### src/hdl/tdl_pkg.sv
// Shared types and constants for the tile directory decode and lookup unit.
// No dependencies; used by every module of the block but tdl_ram.
package tdl_pkg;

   localparam int MAX_ENTRIES_DEFAULT = 1024;
   localparam int QUEUE_DEPTH = 2;

   localparam logic [2:0] ST_LOADED    = 3'd0;
   localparam logic [2:0] ST_TRUNCATED = 3'd1;
   localparam logic [2:0] ST_TOO_LARGE = 3'd2;
   localparam logic [2:0] ST_HIT       = 3'd3;
   localparam logic [2:0] ST_LEAF      = 3'd4;
   localparam logic [2:0] ST_MISS      = 3'd5;

   typedef struct packed {
      logic        is_lookup;
      logic [7:0]  data_byte;
      logic        last_byte;
      logic [63:0] query_tile_id;
   } item_type;

   typedef struct packed {
      logic     valid;
      item_type item;
   } queue_head_type;

endpackage

### src/hdl/tdl_front.sv
// Front end: accepts request beats, classifies them and queues them.
// Depends on tdl_pkg.
module tdl_front (
   input  logic                    clock,
   input  logic                    reset,
   input  logic                    req_valid,
   output logic                    req_ready,
   input  logic                    req_command,
   input  logic [7:0]              req_data_byte,
   input  logic                    req_last_byte,
   input  logic [63:0]             req_query_tile_id,
   output tdl_pkg::queue_head_type head,
   input  logic                    pop
);

   localparam int PW = (tdl_pkg::QUEUE_DEPTH > 1) ? $clog2(tdl_pkg::QUEUE_DEPTH) : 1;
   localparam int NW = $clog2(tdl_pkg::QUEUE_DEPTH + 1);

   tdl_pkg::item_type slot_ff [tdl_pkg::QUEUE_DEPTH];
   logic [PW-1:0] wr_ptr_ff, wr_ptr_in, rd_ptr_ff, rd_ptr_in;
   logic [NW-1:0] count_ff, count_in;
   logic push;
   tdl_pkg::item_type item;

   function automatic logic [PW-1:0] bump(input logic [PW-1:0] p);
      if (p == PW'(tdl_pkg::QUEUE_DEPTH - 1)) begin
         return '0;
      end
      return p + 1'b1;
   endfunction

   always_comb begin
      item.is_lookup     = req_command;
      item.data_byte     = req_data_byte;
      item.last_byte     = req_last_byte;
      item.query_tile_id = req_query_tile_id;
   end

   assign req_ready  = (count_ff != NW'(tdl_pkg::QUEUE_DEPTH));
   assign push       = req_valid && req_ready;
   assign head.valid = (count_ff != '0);
   assign head.item  = slot_ff[rd_ptr_ff];

   always_comb begin
      wr_ptr_in = push ? bump(wr_ptr_ff) : wr_ptr_ff;
      rd_ptr_in = pop ? bump(rd_ptr_ff) : rd_ptr_ff;
      count_in  = count_ff + NW'(push) - NW'(pop);
   end

   always_ff @(posedge clock) begin
      if (push) begin
         slot_ff[wr_ptr_ff] <= item;
      end
      if (reset) begin
         wr_ptr_ff <= '0;
         rd_ptr_ff <= '0;
         count_ff  <= '0;
      end else begin
         wr_ptr_ff <= wr_ptr_in;
         rd_ptr_ff <= rd_ptr_in;
         count_ff  <= count_in;
      end
   end

endmodule

### config.mk
export PLATFORM = sky130hd
export DESIGN_NAME = tdl_front
export DESIGN_NICKNAME = d
export VERILOG_FILES = /design/src/hdl/tdl_pkg.sv /design/src/hdl/tdl_front.sv
export SDC_FILE = /design/constraint.sdc
export NUM_CORES = 1
export LEC_CHECK = 0
export ABC_AREA = 1
export BUFFER_PORTS_ARGS = -buffer_cell sky130_fd_sc_hd__buf_2
export CAP_MARGIN = 20
export CELL_PAD_IN_SITES_DETAIL_PLACEMENT = 1
export CELL_PAD_IN_SITES_GLOBAL_PLACEMENT = 2
export CORE_MARGIN = 5
export CORE_UTILIZATION = 41
export DETAILED_ROUTE_END_ITERATION = 7
export PLACE_DENSITY_LB_ADDON = 0.1
export REMOVE_ABC_BUFFERS = 1
export SETUP_SLACK_MARGIN = 0.4
export SLEW_MARGIN = 20
export SYNTH_ARGS = -nofsm -noshare
export SYNTH_HDL_FRONTEND = slang
export SYNTH_SLANG_ARGS = --single-unit
### constraint.sdc
create_clock -name clock -period 11.3 [get_ports clock]
set_input_delay 1.695 -clock clock [delete_from_list [all_inputs] [get_ports clock]]
set_output_delay 1.695 -clock clock [all_outputs]
set_load 0.02 [all_outputs]
==> metrics.md <==
| Metric | Value |
|---|---|
| Outcome | `complete, no violations` |
| Ports | `154` |
| Relative slew margins | `50.9%` |
| Worst R2R Start | `count_ff[0]` |
| Worst min path class | `reg2reg` |
| Max Freq | `0.240 GHz` |
| Peak supply drop | `0.0000940 V` |
| Library cells used by synthesis | `14` |
| Mapped cell area | `5810 sq um` |
| Initial Utilization | `41.8%` |
| CTS tree | `built` |
| Cts bufs inserted | `17` |
| # rows | `43` |
| Via count | `2,897` |
| Cts repair resizes | `0` |
| EDFF count, synth | `148` |
| Cell Area, Placed | `6760 sq um` |
| Crit-path slowest cell | `dfxtp_4` |
| Post-synthesis mux area share | `18.2%` |
| Routed WL per cell | `18.0 um` |
| Vias in the first global route | `3,036` |
| Finish-stage setup viols | `0` |
| Reg clk slew, reported paths | `0.05 ns` |
| Leading area contributor after synthesis | `edfxtp_1` |
| Hold_buf cts | `0` |
| Simple-Gate Fraction of Synth Area | `1.01%` |
| Power Dens Cells | `195 nW/um^2` |
| Hold_ws | `0.530 ns` |
| FFs w/ async S/R, synth | `0%` |
| Post-DP HPWL | `7620 um` |
| Final hold violation count | `0` |
| Dominant register cell in the synthesized netlist | `edfxtp_1` |
| Die height | `129 um` |
| Largest family of logic cells by synthesized area | `multiplexers` |
| Post-Route WL | `11,200 um` |
| Worst Clk Skew | `0.00705 ns` |
| GRT Total Usage | `13.8%` |
| Commonest cells post-synth | `148 x edfxtp_1, 60 x mux2_4, 14 x mux2_2` |
| DRC viols | `0` |
| Die area | `16,600 sq um` |
| Synth Area in XOR/XNOR | `0.302%` |
| Count leader, synth | `edfxtp_1` |
| Post-CTS Setup Bufs | `0` |
| Die W | `129 um` |
| Gr ovfl total | `0` |
| 1st-pass router iterations | `4` |
| Design Area, Final | `7340 sq um` |
| Crit path kind | `reg2out` |
| Synth top area share | `76.5%` |
| Port bufs | `153` |
| Pin count of the biggest net entering global routing | `42` |
| Syn_area_per_cell | `22.3 sq um` |
| Worst-Skew Late Latency | `0.41 ns` |
| Final #Nets | `509` |
| Final Non-Filler Cells | `622` |
| Crit path largest cell delay | `0.82 ns` |
| Clock sink count | `153` |
| Max cap viols | `0` |
| ANT nets after route | `0` |
| RSZ-0062 raised after global routing | `false` |
| Global placement routability congestion | `0.712` |
| Worst hold start | `rd_ptr_ff` |
| Share of cells above drive strength 1 | `59.0%` |
| Number of diodes | `0` |
| Placed cell count | `589` |
| Element type at the critical path start | `register` |
| CTS max path bufs | `2` |
| Compound-cell area share of the yosys netlist | `0.172%` |
| Global-route wire length before repair | `16,700 um` |
| Worst endpoint data arrival time | `2.48 ns` |
| Worst-path fanout max | `41` |
| CTS root buf | `clkbuf_16` |
| Final slew viol count | `0` |
| Area growth syn-to-layout | `26.4%` |
| H-tree depth | `4` |
| Yosys warnings | `0` |
| Synthesized flop and latch total | `153` |
| Vias per cell | `4.66` |
| Tcrit/Tclk final | `36.9%` |
| Core ar. | `13,900 sq um` |
| Filler instances | `1,337` |
| Antenna violations before repair | `1` |
| Mapped Cells | `261` |
| Ranking of synthesized cells by area | `edfxtp_1 77%, mux2_4 16%, mux2_2 2.7%` |
| Setup TNS | `0 ns` |
| CP Cell Sequence | `buf_4, mux2_2, buf_2` |
| Adder-cell area share of the yosys netlist | `0.215%` |
| Final min period | `4.17 ns` |
| Worst-Margin Slew | `0.737 ns` |
| Setup crit end kind | `output port` |
| Starting DRT DRC Count | `176` |
| Total power | `1.43 mW` |
| CP required | `9.61 ns` |
| Register area share after synthesis | `78.2%` |
| Leak | `2.90 nW` |
worst max-delay path, delay by kind of cell (launching register included):
family	cells	cell delay, ns
muxes	1	0.40
DFF	1	0.82
buffers and inverters	2	0.79
cell usage in the layout (no fill, tap or decap):
cell type / n
buf_2: 153
xnor2_1: 2
a21oi_1: 2
nor2_4: 2
dfxtp_4: 1
dfxtp_1: 4
nand3_1: 1
nor3_1: 1
inv_1: 6
clkbuf_1: 3
clkbuf_16: 17
ha_1: 1
clkinv_4: 1
mux2_2: 14
mux2_4: 60
buf_4: 3
bufinv_16: 2
clkinv_1: 2
buf_12: 2
clkinv_2: 6
edfxtp_1: 148
nor2_1: 3
nand2_1: 8
metrics by stage:
stage               setup slack, ns  util, %
floorplan                      5.84        -
finish                         7.13     52.9
global route                   6.99     52.9
CTS                            7.05     52.6
global placement               7.40     48.7
detailed placement             7.39     48.7
path summary, 6_finish.rpt:
check,to,slack (ns),cells past startpoint
setup / recovery,head[68],7.13,3
hold / removal,rd_ptr_ff,0.53,2
setup reg to reg,slot_ff[1][46],9.29,5
hold reg to reg,rd_ptr_ff,0.53,2
area by class of cell:
| class | instances | area [sq um] | area share, % |
|---|---|---|---|
| sequential | 153 | 4550 | 62.0 |
| multi-input combinational | 94 | 1170 | 16.0 |
| timing repair buffer | 158 | 828 | 11.3 |
| clock buffer | 20 | 437 | 5.95 |
| tap | 180 | 225 | 3.07 |
| clock inverter | 11 | 106 | 1.45 |
| inverter | 6 | 22.5 | 0.307 |
cells by family after synthesis:
group                      after synthesis
DFF                                    153
adders and majority gates                1
and+or+nand+nor                         15
AOI/OAI and AO/OA                        2
xor gates and xnor gates                 2
muxes                                   74
buffers and inverters                   14
sequential cells by signal, indices dropped and copies added, names as in the netlist, named ones only:
signal	flops
rd_ptr_ff	1
wr_ptr_ff	1
slot_ff	148
count_ff	2
routing by layer:
metal / up-vias / global-route usage, % / wire length, um
met1: 1426 / 16.7 / 4610
li1: 1354 / - / -
met5: - / 0 / 13
met4: 2 / 6.49 / 210
met3: 17 / 4.70 / 797
met2: 98 / 22.3 / 5590
power by group:
| group | switching [mW] | internal (mW) | total [mW] |
|---|---|---|---|
| Sequential | 0.0189 | 0.678 | 0.697 |
| Clock | 0.202 | 0.320 | 0.522 |
| Combinational | 0.119 | 0.0923 | 0.212 |
No activity file was read; power rests on OpenSTA's default activity.
